File: config.mk
export PLATFORM = sky130hd
export DESIGN_NAME = binary_message_deframer_top
export DESIGN_NICKNAME = d
export VERILOG_FILES = /design/src/design/bmd_pkg.sv /design/src/design/bmd_cfg.sv /design/src/design/bmd_core.sv /design/src/design/bmd_out.sv /design/src/design/binary_message_deframer_top.sv
export SDC_FILE = /design/constraint.sdc
export NUM_CORES = 1
export LEC_CHECK = 0
export ABC_AREA = 1
export BUFFER_PORTS_ARGS = -buffer_cell sky130_fd_sc_hd__clkbuf_2
export CORE_AREA = 2 2 186 188
export DETAILED_ROUTE_END_ITERATION = 8
export DIE_AREA = 0 0 188 190
export PLACE_DENSITY = 0.76
export SKIP_LAST_GASP = 1
export SYNTH_ARGS = -nofsm -noshare
export SYNTH_HDL_FRONTEND = slang
export SYNTH_SLANG_ARGS = --single-unit
File: constraint.sdc
create_clock -name i_clk -period 7.19 [get_ports i_clk]
set_clock_uncertainty 0.15 [all_clocks]
set_input_delay 1.0785 -clock i_clk [delete_from_list [all_inputs] [get_ports i_clk]]
set_output_delay 1.0785 -clock i_clk [all_outputs]
set_load 0.02 [all_outputs]
File: src/design/bmd_pkg.sv
// Types and constants of the binary message deframer.
`timescale 1ns / 1ps

package bmd_pkg;

    typedef enum logic [2:0] {
        PH_IDLE,
        PH_LEN,
        PH_PORT_HI,
        PH_PORT_LO,
        PH_PAYLOAD
    } t_phase;

    typedef enum logic [1:0] {
        KIND_PAYLOAD = 2'd0,
        KIND_EMPTY   = 2'd1,
        KIND_TEXT    = 2'd2,
        KIND_ERROR   = 2'd3
    } t_kind;

    localparam int CFG_IDX_W  = 3;
    localparam int CFG_DATA_W = 8;
    localparam int IN_TDATA_W = 8;
    localparam int OUT_TDATA_W = 96;
    localparam int OUT_TUSER_W = 2;

    localparam logic [CFG_IDX_W-1:0] REG_FLAG_MASK  = 3'd0;
    localparam logic [CFG_IDX_W-1:0] REG_TYPE_MASK  = 3'd1;
    localparam logic [CFG_IDX_W-1:0] REG_CODE_SHIFT = 3'd2;
    localparam logic [CFG_IDX_W-1:0] REG_CODE_MASK  = 3'd3;
    localparam logic [CFG_IDX_W-1:0] REG_CODE_ONE   = 3'd4;
    localparam logic [CFG_IDX_W-1:0] REG_CODE_TWO   = 3'd5;
    localparam logic [CFG_IDX_W-1:0] REG_CODE_FOUR  = 3'd6;

    typedef struct packed {
        logic [7:0] flag_mask;
        logic [7:0] type_mask;
        logic [2:0] code_shift;
        logic [7:0] code_mask;
        logic [7:0] code_one;
        logic [7:0] code_two;
        logic [7:0] code_four;
    } t_cfg;

    typedef struct packed {
        t_kind       kind;
        logic [7:0]  message_type;
        logic [15:0] port_id;
        logic [7:0]  data_byte;
        logic        last;
        logic [31:0] payload_value;
        logic [31:0] message_length;
    } t_result;

endpackage

File: src/design/bmd_cfg.sv
// Configuration register file of the deframer.
`timescale 1ns / 1ps

module bmd_cfg (
    input  logic                               i_clk,
    input  logic                               i_rst_n,
    input  logic                               i_cfg_valid,
    input  logic [bmd_pkg::CFG_IDX_W-1:0]      i_cfg_index,
    input  logic [bmd_pkg::CFG_DATA_W-1:0]     i_cfg_data,
    output bmd_pkg::t_cfg                      o_cfg
);

    bmd_pkg::t_cfg r_cfg;

    always_ff @(posedge i_clk) begin
        if (!i_rst_n) begin
            r_cfg.flag_mask  <= 8'd128;
            r_cfg.type_mask  <= 8'd15;
            r_cfg.code_shift <= 3'd4;
            r_cfg.code_mask  <= 8'd7;
            r_cfg.code_one   <= 8'd5;
            r_cfg.code_two   <= 8'd6;
            r_cfg.code_four  <= 8'd7;
        end else if (i_cfg_valid) begin
            case (i_cfg_index)
                bmd_pkg::REG_FLAG_MASK:  r_cfg.flag_mask  <= i_cfg_data;
                bmd_pkg::REG_TYPE_MASK:  r_cfg.type_mask  <= i_cfg_data;
                bmd_pkg::REG_CODE_SHIFT: r_cfg.code_shift <= i_cfg_data[2:0];
                bmd_pkg::REG_CODE_MASK:  r_cfg.code_mask  <= i_cfg_data;
                bmd_pkg::REG_CODE_ONE:   r_cfg.code_one   <= i_cfg_data;
                bmd_pkg::REG_CODE_TWO:   r_cfg.code_two   <= i_cfg_data;
                bmd_pkg::REG_CODE_FOUR:  r_cfg.code_four  <= i_cfg_data;
                default: ;
            endcase
        end
    end

    assign o_cfg = r_cfg;

endmodule

File: src/design/bmd_core.sv
// Framing state machine: one stream byte in, at most one result out.
`timescale 1ns / 1ps

module bmd_core #(
    parameter int LENGTH_BITS = 32
) (
    input  logic              i_clk,
    input  logic              i_rst_n,
    input  logic              i_beat,
    input  logic [7:0]        i_byte,
    input  bmd_pkg::t_cfg     i_cfg,
    output logic              o_res_valid,
    output bmd_pkg::t_result  o_res
);

    localparam logic [LENGTH_BITS-1:0] L_ONE = LENGTH_BITS'(1);
    localparam logic [LENGTH_BITS-1:0] L_TWO = LENGTH_BITS'(2);

    bmd_pkg::t_phase          r_phase, n_phase;
    logic [2:0]               r_len_left, n_len_left;
    logic [LENGTH_BITS-1:0]   r_len_accum, n_len_accum;
    logic [LENGTH_BITS-1:0]   r_bytes_left, n_bytes_left;
    logic [7:0]               r_type, n_type;
    logic [15:0]              r_port, n_port;
    logic [31:0]              r_value, n_value;

    logic [7:0]               code;
    logic                     start_go;
    logic                     value_ok;

    always_ff @(posedge i_clk) begin
        if (!i_rst_n) begin
            r_phase      <= bmd_pkg::PH_IDLE;
            r_len_left   <= '0;
            r_len_accum  <= '0;
            r_bytes_left <= '0;
            r_type       <= '0;
            r_port       <= '0;
            r_value      <= '0;
        end else begin
            r_phase      <= n_phase;
            r_len_left   <= n_len_left;
            r_len_accum  <= n_len_accum;
            r_bytes_left <= n_bytes_left;
            r_type       <= n_type;
            r_port       <= n_port;
            r_value      <= n_value;
        end
    end

    // payload of 1, 2 or 4 bytes <=> total length 1, 3, 4 or 6
    assign value_ok = (r_len_accum == LENGTH_BITS'(1)) || (r_len_accum == LENGTH_BITS'(3)) ||
                      (r_len_accum == LENGTH_BITS'(4)) || (r_len_accum == LENGTH_BITS'(6));

    assign code = 8'(i_byte >> i_cfg.code_shift) & i_cfg.code_mask;

    always_comb begin
        n_phase      = r_phase;
        n_len_left   = r_len_left;
        n_len_accum  = r_len_accum;
        n_bytes_left = r_bytes_left;
        n_type       = r_type;
        n_port       = r_port;
        n_value      = r_value;
        start_go     = 1'b0;
        o_res_valid  = 1'b0;
        o_res        = '0;

        if (i_beat) begin
            case (r_phase)
                bmd_pkg::PH_LEN: begin
                    n_len_accum = {r_len_accum[LENGTH_BITS-9:0], i_byte};
                    n_len_left  = r_len_left - 3'd1;
                    start_go    = (n_len_left == 3'd0);
                end
                bmd_pkg::PH_PORT_HI: begin
                    n_port       = {i_byte, 8'h00};
                    n_bytes_left = r_bytes_left - L_ONE;
                    n_phase      = bmd_pkg::PH_PORT_LO;
                end
                bmd_pkg::PH_PORT_LO: begin
                    n_port       = {r_port[15:8], i_byte};
                    n_bytes_left = r_bytes_left - L_ONE;
                    if (n_bytes_left == '0) begin
                        o_res_valid          = 1'b1;
                        o_res.kind           = bmd_pkg::KIND_EMPTY;
                        o_res.message_type   = r_type;
                        o_res.port_id        = n_port;
                        o_res.last           = 1'b1;
                        o_res.message_length = 32'(r_len_accum);
                        n_phase              = bmd_pkg::PH_IDLE;
                    end else begin
                        n_phase = bmd_pkg::PH_PAYLOAD;
                    end
                end
                bmd_pkg::PH_PAYLOAD: begin
                    n_value              = {r_value[23:0], i_byte};
                    n_bytes_left         = r_bytes_left - L_ONE;
                    o_res_valid          = 1'b1;
                    o_res.kind           = bmd_pkg::KIND_PAYLOAD;
                    o_res.message_type   = r_type;
                    o_res.port_id        = r_port;
                    o_res.data_byte      = i_byte;
                    o_res.message_length = 32'(r_len_accum);
                    if (n_bytes_left == '0) begin
                        o_res.last          = 1'b1;
                        o_res.payload_value = value_ok ? n_value : 32'd0;
                        n_phase             = bmd_pkg::PH_IDLE;
                    end
                end
                default: begin
                    n_phase = bmd_pkg::PH_IDLE;
                    if ((i_byte & i_cfg.flag_mask) == 8'd0) begin
                        o_res_valid     = 1'b1;
                        o_res.kind      = bmd_pkg::KIND_TEXT;
                        o_res.data_byte = i_byte;
                    end else begin
                        n_type      = i_byte & i_cfg.type_mask;
                        n_len_accum = '0;
                        // first matching code wins
                        if (code == i_cfg.code_one) begin
                            n_len_left = 3'd1;
                            n_phase    = bmd_pkg::PH_LEN;
                        end else if (code == i_cfg.code_two) begin
                            n_len_left = 3'd2;
                            n_phase    = bmd_pkg::PH_LEN;
                        end else if (code == i_cfg.code_four) begin
                            n_len_left = 3'd4;
                            n_phase    = bmd_pkg::PH_LEN;
                        end else begin
                            n_len_accum = LENGTH_BITS'(code);
                            start_go    = 1'b1;
                        end
                    end
                end
            endcase

            // length now known: zero length is a framing error
            if (start_go) begin
                if (n_len_accum == '0) begin
                    o_res_valid        = 1'b1;
                    o_res.kind         = bmd_pkg::KIND_ERROR;
                    o_res.message_type = n_type;
                    n_phase            = bmd_pkg::PH_IDLE;
                end else begin
                    n_bytes_left = n_len_accum;
                    n_port       = '0;
                    n_value      = '0;
                    n_phase      = (n_len_accum >= L_TWO) ? bmd_pkg::PH_PORT_HI
                                                          : bmd_pkg::PH_PAYLOAD;
                end
            end
        end
    end

endmodule

File: src/design/bmd_out.sv
// Result register with a skid entry, so input keeps flowing while one result waits.
`timescale 1ns / 1ps

module bmd_out (
    input  logic              i_clk,
    input  logic              i_rst_n,
    input  logic              i_res_valid,
    input  bmd_pkg::t_result  i_res,
    output logic              o_in_ready,
    output logic              o_valid,
    input  logic              i_ready,
    output bmd_pkg::t_result  o_res
);

    logic             r_main_valid;
    logic             r_skid_valid;
    bmd_pkg::t_result r_main;
    bmd_pkg::t_result r_skid;

    always_ff @(posedge i_clk) begin
        if (!i_rst_n) begin
            r_main_valid <= 1'b0;
            r_skid_valid <= 1'b0;
        end else if (i_ready || !r_main_valid) begin
            if (r_skid_valid) begin
                r_main_valid <= 1'b1;
                r_skid_valid <= 1'b0;
            end else begin
                r_main_valid <= i_res_valid;
            end
        end else if (i_res_valid) begin
            r_skid_valid <= 1'b1;
        end
    end

    always_ff @(posedge i_clk) begin
        if (i_ready || !r_main_valid) begin
            r_main <= r_skid_valid ? r_skid : i_res;
        end else if (i_res_valid) begin
            r_skid <= i_res;
        end
    end

    assign o_in_ready = !r_skid_valid;
    assign o_valid    = r_main_valid;
    assign o_res      = r_main;

endmodule

File: src/design/binary_message_deframer_top.sv
// Top level of the binary message deframer.
`timescale 1ns / 1ps

// Binary message deframer: takes one stream byte per beat and splits text bytes from
// binary messages (header, optional length bytes, 2-byte port id, payload). The block
// accepts one byte every clock while tready is high; each byte is handled in a single
// pass of the framing state machine; its result, if any, is registered in the output
// register or its skid entry. The skid entry lets one further result in while a
// result is stalled, so s_axis tready drops only after two results are held back.
// Headers and length bytes produce no output beat unless the length is zero (framing
// error). Configuration writes are taken every cycle and should be made while idle.
module binary_message_deframer_top #(
    parameter int LENGTH_BITS = 32
) (
    input  logic                                i_clk,
    input  logic                                i_rst_n,
    input  logic                                i_s_axis_tvalid,
    output logic                                o_s_axis_tready,
    input  logic [bmd_pkg::IN_TDATA_W-1:0]      i_s_axis_tdata,  // [7:0] stream_byte
    output logic                                o_m_axis_tvalid,
    input  logic                                i_m_axis_tready,
    // [7:0] message_type, [23:8] port_id, [31:24] data_byte,
    // [63:32] payload_value, [95:64] message_length
    output logic [bmd_pkg::OUT_TDATA_W-1:0]     o_m_axis_tdata,
    output logic [bmd_pkg::OUT_TUSER_W-1:0]     o_m_axis_tuser,  // [1:0] kind
    output logic                                o_m_axis_tlast,
    input  logic                                i_cfg_valid,
    output logic                                o_cfg_ready,
    input  logic [bmd_pkg::CFG_IDX_W-1:0]       i_cfg_index,
    input  logic [bmd_pkg::CFG_DATA_W-1:0]      i_cfg_data
);

    bmd_pkg::t_cfg    cfg;
    bmd_pkg::t_result core_res;
    bmd_pkg::t_result out_res;
    logic             core_res_valid;
    logic             in_ready;
    logic             beat;

    assign o_cfg_ready     = 1'b1;
    assign o_s_axis_tready = in_ready;
    assign beat            = i_s_axis_tvalid && in_ready;

    bmd_cfg u_cfg (
        .i_clk       (i_clk),
        .i_rst_n     (i_rst_n),
        .i_cfg_valid (i_cfg_valid),
        .i_cfg_index (i_cfg_index),
        .i_cfg_data  (i_cfg_data),
        .o_cfg       (cfg)
    );

    bmd_core #(
        .LENGTH_BITS (LENGTH_BITS)
    ) u_core (
        .i_clk       (i_clk),
        .i_rst_n     (i_rst_n),
        .i_beat      (beat),
        .i_byte      (i_s_axis_tdata),
        .i_cfg       (cfg),
        .o_res_valid (core_res_valid),
        .o_res       (core_res)
    );

    bmd_out u_out (
        .i_clk       (i_clk),
        .i_rst_n     (i_rst_n),
        .i_res_valid (core_res_valid),
        .i_res       (core_res),
        .o_in_ready  (in_ready),
        .o_valid     (o_m_axis_tvalid),
        .i_ready     (i_m_axis_tready),
        .o_res       (out_res)
    );

    assign o_m_axis_tdata = {out_res.message_length, out_res.payload_value,
                             out_res.data_byte, out_res.port_id, out_res.message_type};
    assign o_m_axis_tuser = out_res.kind;
    assign o_m_axis_tlast = out_res.last;

endmodule

# Word level (Yosys, flattened, before mapping)

Index checks and enable logic that the tools add are counted.

Register bits: 377
Bits in latches: 0
RAM bits: 0
ROM bits: 0
Word-level logic and storage cells: 150
Memories kept: 0

$add $sub $neg: 2
$mul: 0
Divide/modulo/power cells: 0
$lt $le $gt $ge: 1
Equality and inequality tests: 20
Shifts and indexed selects: 1
Multiplexer cells: 61
Bitwise logic cells: 6
Reduce and logical (&&, ||, !) cells: 29

Operators by type and width:

| operator                                                                             | count |
|---|---|
| 32-bit 2-to-1 mux                                                                    | 13 |
| 99-bit 2-to-1 mux                                                                    | 2 |
| 32-bit case mux with 2 select lines                                                  | 2 |
| 32-bit by 3-bit == test with 1-bit output, second input constant                     | 2 |
| 32-bit zero test                                                                     | 2 |
| 24-bit case mux with 2 select lines                                                  | 1 |
| 3-bit 2-to-1 mux                                                                     | 12 |
| 33-bit 2-to-1 mux                                                                    | 1 |
| 32-bit by 1-bit == test with 1-bit output, second input constant                     | 1 |
| 32-bit by 2-bit == test with 1-bit output, second input constant                     | 1 |
| 32-bit by 2-bit greater-or-equal comparator with 1-bit output, second input constant | 1 |
| 16-bit 2-to-1 mux                                                                    | 2 |
| 8-bit 2-to-1 mux                                                                     | 4 |
| 16-bit case mux with 2 select lines                                                  | 1 |
| 32-bit by 1-bit subtractor with 32-bit output, second input constant                 | 1 |
| 25-bit 2-to-1 mux                                                                    | 1 |
| 8-bit bitwise AND                                                                    | 3 |
| 8-bit == test                                                                        | 3 |
| 10-bit 2-to-1 mux                                                                    | 2 |
| 8-bit case mux with 2 select lines                                                   | 1 |
| 2-bit AND reduction                                                                  | 8 |
| 3-bit by 2-bit == test with 1-bit output, second input constant                      | 4 |
| 3-bit == test, second input constant                                                 | 4 |
| 1-bit 2-to-1 mux                                                                     | 12 |
| other kinds (24)                                                                     | 36 |

# Longest topological paths before layout

Depth in word-level cells: 14
Mapped depth: 26

# By module

From an unflattened synthesis, not the netlist that was laid out.

Cells, all modules: 2,421
Area, all modules: 18,601.6 µm²

By module, submodules not included:

| module                      | times used | cells each | area an instance (µm²) |
|---|---|---|---|
| bmd_core                    | 1          | 1,600      | 9,277.6 |
| bmd_out                     | 1          | 528        | 7,262.0 |
| bmd_cfg                     | 1          | 289        | 2,043.2 |
| binary_message_deframer_top | 1          | 4          | 18.8 |

# Least setup slack after synthesis

OpenSTA, ideal clock, no wires.

Path type: in2reg
Start: in i_s_axis_tdata[7] (netlist name)
End: reg u_out.r_skid[0] (netlist name), enable pin
Data arrival time: 7,108 ps
Data required time: 6,483 ps
Slack: -625 ps
Stages on the path: 21
Path buffers: 2
Cell sequence: buf_6 > nand2_1 > nand3_1 > nand3_1 > nand2_1 > nand2_2 > nand2_1 > nand2_1 > inv_2 > nor2_1 > nand2_2 > nand4_4 > nor2_1 > nor2_1 > nand2_1 > nor2_2 > nand3_4 > nand2_4 > buf_12 > nand3_2 > nor2_1

Longest elaborated chain between the ends: 14
Elaborated cells on any way between the ends: 26
Those cells by class: 3 x eq/ne; 1 x shift; 17 x mux; 2 x bitwise; 3 x reduce/logical

RTL lines:

| what                                        | line                              | RTL |
|---|---|---|
| start, declared                             | binary_message_deframer_top.sv:19 | `input logic [bmd_pkg::IN_TDATA_W-1:0] i_s_axis_tdata,` |
| 8-bit by 3-bit >> shifter with 8-bit output | bmd_core.sv:55                    | `assign code = 8'(i_byte >> i_cfg.code_shift) & i_cfg.code_mask;` |
| 8-bit bitwise AND                           | bmd_core.sv:55                    |  |
| 8-bit == test                               | bmd_core.sv:127                   | `end else if (code == i_cfg.code_four) begin` |
| 8-bit 2-to-1 mux                            | bmd_core.sv:127                   |  |
| 32-bit 2-to-1 mux                           | bmd_core.sv:124                   | `end else if (code == i_cfg.code_two) begin` |
| 32-bit 2-to-1 mux                           | bmd_core.sv:121                   | `if (code == i_cfg.code_one) begin` |
| 32-bit 2-to-1 mux                           | bmd_core.sv:113                   | `if ((i_byte & i_cfg.flag_mask) == 8'd0) begin` |
| 32-bit case mux with 2 select lines         | bmd_core.sv:70                    | `case (r_phase)` |
| 32-bit 2-to-1 mux                           | bmd_core.sv:69                    | `if (i_beat) begin` |
| 32-bit zero test                            | bmd_core.sv:140                   | `if (n_len_accum == '0) begin` |
| 1-bit 2-to-1 mux                            | bmd_core.sv:140                   |  |
| 1-bit 2-to-1 mux (*)                        | bmd_core.sv:139                   | `if (start_go) begin` |
| 1-bit 2-to-1 mux (*)                        | bmd_core.sv:69                    |  |
| 2-bit AND reduction (no line) (*)           | n/a                               |  |
| end signal, assigned                        | bmd_out.sv:40                     | `r_skid <= i_res;` |
| end, declared                               | bmd_out.sv:18                     | `bmd_pkg::t_result r_skid;` |

Mark *: on every way between the ends. The rest lies on a longest branch, timed or not. The select of a mux whose other input is x is not followed.
A chain may end at the register's enable or synchronous reset.

# Worst setup path after layout

Start: reg u_core.r_phase[1]
End: reg u_out.r_skid[89] (netlist name), enable pin

Longest elaborated chain between the ends: 9
Elaborated cells on any way between the ends: 16
Those cells by class: 4 x eq/ne; 8 x mux; 4 x reduce/logical

RTL lines:

| what                                                                      | line            | RTL |
|---|---|---|
| start, declared                                                           | bmd_core.sv:19  | `bmd_pkg::t_phase r_phase, n_phase;` |
| start signal, assigned                                                    | bmd_core.sv:33  | `r_phase <= bmd_pkg::PH_IDLE;` |
| start signal, assigned                                                    | bmd_core.sv:41  | `r_phase <= n_phase;` |
| 3-bit by 2-bit == test with 1-bit output or 3-bit == test (tied branches) | bmd_core.sv:70  |  |
| 3-bit OR reduction (no line)                                              | n/a             |  |
| 32-bit case mux with 2 select lines                                       | bmd_core.sv:70  |  |
| 32-bit 2-to-1 mux                                                         | bmd_core.sv:69  |  |
| 32-bit zero test                                                          | bmd_core.sv:140 |  |
| 1-bit 2-to-1 mux                                                          | bmd_core.sv:140 |  |
| 1-bit 2-to-1 mux (*)                                                      | bmd_core.sv:139 |  |
| 1-bit 2-to-1 mux (*)                                                      | bmd_core.sv:69  |  |
| 2-bit AND reduction (no line) (*)                                         | n/a             |  |

Marked as above.

==> impl_summary.txt <==
----------------------------------------------------
[Outcome]
  Result of the run ... finished, final reports clean

[Finish]
  Layout cells sized above 1 ... 0.131
  Final-layout fill cell count ... 2981
  Layout net count ... 2269
  Total area of multi-input combinational cells ... 7440 um2
  Syn-to-layout area delta ... 10.9%
  Sequential standard cell area ... 9370 um2
  Finished Core Util ... 0.597

[Synthesis]
  Synth Flop Type ... sky130_fd_sc_hd__edfxtp_1
  Fraction of registers with async set/reset ... 0
  Area of the mapped netlist ... 18300 um2
  Share of the yosys chip area belonging to registers ... 0.512
  Synthesized netlist cell count ... 2178
  Number of warning messages in the yosys log ... 0
  Synth cell types ... 56
  Post-synth EDFFs ... 198
  Post-synthesis register bit count ... 369
  Mean Syn Cell Area ... 8.39 um2
  Number of nets produced by synthesis ... 2206

[Setup path]
  Kind of end point of the critical path ... flip-flop
  Arrival time at the worst endpoint ... 5.67 ns
  Source of the worst register-to-register timing path ... u_core.r_phase[1]
  Critical path class ... reg2reg
  Sort of element at the start of the critical path ... flip-flop
  Path depth of the worst reg2reg path ... 19
  Minimum setup slack among reg-to-reg paths ... 1.52 ns
  End of the worst register-to-register path ... u_out.r_skid[89]
  Worst-path fanout max ... 99
  Crit path required time ... 7.20 ns

[CTS]
  Total clock buffers created by CTS ... 38
  Setup repair bufs after CTS ... 0
  Quantity of gates resized following cts ... 0
  CTS root buffer ... sky130_fd_sc_hd__clkbuf_16
  Number of buffers inserted for hold repair after clock tree synthesis ... 0
  Clock Latency Late Sink ... 0.53 ns
  TritonCTS clock tree ... yes
  Longest Clk Path Bufs ... 3
  Clock-pin slew on the worst setup and hold paths ... 0.07 ns
  Max H-tree Level ... 2
  Clock sink total ... 369

[STA]
  Final setup violation count ... 0
  Post-route clock period utilization ... 0.789
  Remaining max-slew budget at the tightest pin ... 0.342
  Fin Hold WS ... 0.306 ns
  RSZ-0062 raised after global routing ... false
  Maximum clock rate ... 176 MHz
  Hold Violations, Final ... 0
  Post-layout min period ... 5.67 ns
  Setup TNS ... 0 ns
  Slew @ Worst Pin ... 0.983 ns
  Post-route setup slack ... 1.52 ns
  Total count of max-transition violations in the final report ... 0

[Placement]
  Estimated wirelength of the detail-placed design ... 35200 um
  Pre-CTS WS ... 1.67 ns
  Port Buffers ... 124
  Routability Congestion ... 0.966

[Drt]
  Count of antenna-violating nets left after detailed routing ... 0
  Routed via count ... 15700
  Count of TritonRoute iterations in the first routing pass ... 6
  Post-detailed-route DRC marker count ... 0
  Routed length per placed instance ... 18.6 um
  Vias/cell ... 5.75
  DR iter-0 viols ... 1812
  Wire length after detailed routing ... 50800 um

[Floorplanning]
  Starting Density ... 0.539
  Core footprint ... 33900 um2
  IO Pins ... 126
  Die width ... 188 um
  Overall die area ... 35700 um2
  Chip height ... 190 um
  FP Rows ... 68

[Worst hold path]
  Start point of the worst min-delay path ... u_cfg.o_cfg[30]
  Instance count along the most critical hold path ... 2
  Hold path endpoint ... u_cfg.o_cfg[30]
  Class of the tightest hold or removal check ... reg2reg

[Power and ir drop]
  Pwr/cell area ... 289 nW/um2
  Worst IR drop on VDD ... 0.000171 V
  Lkg Pwr ... 9.19 nW
  Total power after layout ... 5.87 mW

[Global routing]
  Maximum number of pins on one net before global-route repair ... 100
  Wire length of the first global-routing pass ... 80300 um
  Initial antenna violation count ... 2
  Vias in the first global route ... 14500
  Global-route usage over all layers ... 0.283
  Global route total overflow ... 0

[Job]
  Maximum Capacitance Violations ... 0

----------------------------------------------------
synth_stat cells (4+ instances only):
library cell / instances / area share
sky130_fd_sc_hd__edfxtp_1: 198 / 0.33
sky130_fd_sc_hd__nand2_2: 15 / 0.0051
sky130_fd_sc_hd__a21o_1: 69 / 0.028
sky130_fd_sc_hd__inv_1: 226 / 0.046
sky130_fd_sc_hd__nor4_1: 13 / 0.0044
sky130_fd_sc_hd__o21ai_0: 158 / 0.043
sky130_fd_sc_hd__o211ai_1: 36 / 0.015
sky130_fd_sc_hd__o211ai_2: 13 / 0.0089
sky130_fd_sc_hd__a22oi_1: 15 / 0.0062
sky130_fd_sc_hd__nand3_2: 5 / 0.0027
sky130_fd_sc_hd__xor2_1: 21 / 0.010
sky130_fd_sc_hd__nor3_1: 71 / 0.019
sky130_fd_sc_hd__nor2_2: 7 / 0.0024
sky130_fd_sc_hd__buf_4: 7 / 0.0029
sky130_fd_sc_hd__o22ai_1: 18 / 0.0062
sky130_fd_sc_hd__a21oi_1: 144 / 0.039
sky130_fd_sc_hd__buf_2: 12 / 0.0033
sky130_fd_sc_hd__nand3_4: 5 / 0.0048
sky130_fd_sc_hd__buf_8: 6 / 0.0049
sky130_fd_sc_hd__nor3_2: 6 / 0.0033
sky130_fd_sc_hd__nand4_1: 28 / 0.0096
sky130_fd_sc_hd__nor2_1: 159 / 0.033
sky130_fd_sc_hd__a21oi_2: 4 / 0.0019
sky130_fd_sc_hd__clkbuf_1: 68 / 0.014
sky130_fd_sc_hd__inv_2: 15 / 0.0031
sky130_fd_sc_hd__nand3_1: 161 / 0.044
sky130_fd_sc_hd__nand2_1: 459 / 0.094
sky130_fd_sc_hd__ha_1: 4 / 0.0027
sky130_fd_sc_hd__nor3b_1: 9 / 0.0037
sky130_fd_sc_hd__buf_6: 6 / 0.0037
sky130_fd_sc_hd__buf_1: 13 / 0.0027
sky130_fd_sc_hd__dfxtp_1: 171 / 0.19
state kept, by name, indices dropped and copies added, names as in the netlist:
name / cells
u_out.r_skid_valid: 1
u_out.o_res: 99
u_core.r_bytes_left: 32
u_out.o_valid: 1
u_core.r_value: 24
u_cfg.o_cfg: 51
u_core.r_port: 16
u_out.r_skid: 99
u_core.r_phase: 3
u_core.r_len_accum: 32
u_core.r_len_left: 3
u_core.r_type: 8
layer usage:
metal / wire [um] / part of all wire / vias to the layer above / GRT usage
li1: - / - / 7508 / -
met1: 22700 / 0.45 / 7386 / 0.413
met2: 22400 / 0.44 / 690 / 0.432
met3: 4230 / 0.083 / 97 / 0.0469
met4: 1380 / 0.027 / 2 / 0.0857
met5: 54 / 0.0011 / - / 0
critical path, stage by stage (launching register included):
cell	delay, ns
sky130_fd_sc_hd__dfxtp_1	0.46
sky130_fd_sc_hd__nor3_4	0.15
sky130_fd_sc_hd__inv_2	0.58
sky130_fd_sc_hd__nand2_4	0.37
sky130_fd_sc_hd__inv_2	0.71
sky130_fd_sc_hd__o22ai_1	0.13
sky130_fd_sc_hd__inv_1	0.10
sky130_fd_sc_hd__nand2_1	0.09
sky130_fd_sc_hd__nor2_1	0.09
sky130_fd_sc_hd__nand2_1	0.07
sky130_fd_sc_hd__nor2_1	0.10
sky130_fd_sc_hd__nand2_1	0.07
sky130_fd_sc_hd__nor2_1	0.13
sky130_fd_sc_hd__nand3_1	0.08
sky130_fd_sc_hd__nor2_1	0.23
sky130_fd_sc_hd__nand3_4	0.35
sky130_fd_sc_hd__nand2_4	0.50
sky130_fd_sc_hd__nand3_2	0.17
sky130_fd_sc_hd__nor2_4	0.16
sky130_fd_sc_hd__buf_12	0.41
power breakdown:
group	internal, mW	total [mW]	switching (mW)
sequential	2.39	2.50	0.110
clock	1.11	1.92	0.817
combinational	0.408	1.44	1.03
metrics by stage:
stage               cell area (um2)  std cells
global route                  20300       2725
floorplan                     18400       2178
global placement              19100       2656
CTS                           20300       2725
finish                        20300       2726
detailed placement            19100       2656
layout by cell type, fill, tap and decap left out, types with 71 or more instances in the layout:
master | netlist | layout
sky130_fd_sc_hd__nor2_1 | 159 | 157
sky130_fd_sc_hd__clkbuf_2 | 0 | 124
sky130_fd_sc_hd__o21ai_0 | 158 | 158
sky130_fd_sc_hd__nor3_1 | 71 | 71
sky130_fd_sc_hd__inv_1 | 226 | 224
sky130_fd_sc_hd__nand3_1 | 161 | 156
sky130_fd_sc_hd__edfxtp_1 | 198 | 198
sky130_fd_sc_hd__dfxtp_1 | 171 | 170
sky130_fd_sc_hd__a21oi_1 | 144 | 144
sky130_fd_sc_hd__nand2_1 | 459 | 452
logic make-up after synthesis:
logic type,after synthesis,share of synthesized area
AND/OR/NAND/NOR,950,0.234
buffers and inverters,361,0.0851
flip-flops,369,0.512
multiplexers,2,0.00109
AO/OA/AOI/OAI,468,0.154
adder cells (fa/ha/maj),4,0.00274
XOR/XNOR,23,0.0110
other,1,0.000205
worst max-delay path by stage:
stage	from	endpoint	slack, ns	cells past startpoint
final	u_core.r_phase[1]	u_out.r_skid[89]	1.52	19
after global routing	u_core.r_phase[2]	u_out.r_skid[58]	1.02	20
after CTS	u_core.r_phase[2]	u_out.r_skid[52]	1.65	20
after detailed placement	u_core.r_phase[2]	u_out.r_skid[50]	1.67	20
after global placement	u_core.r_phase[1]	u_out.r_skid[60]	1.81	19
after floorplan	i_s_axis_tdata[7]	u_out.r_skid[0]	-0.55	20
area by class of cell:
class                   count  share of cell area
clock inverters            19             0.00814
multi-input cells        1448               0.367
clock buffers              50              0.0516
inverters                 243              0.0455
flip-flops and latches    369               0.462
diodes                      1            0.000123
repair buffers            141              0.0375
well taps                 455              0.0281
Power figures use the tool's default switching activity.
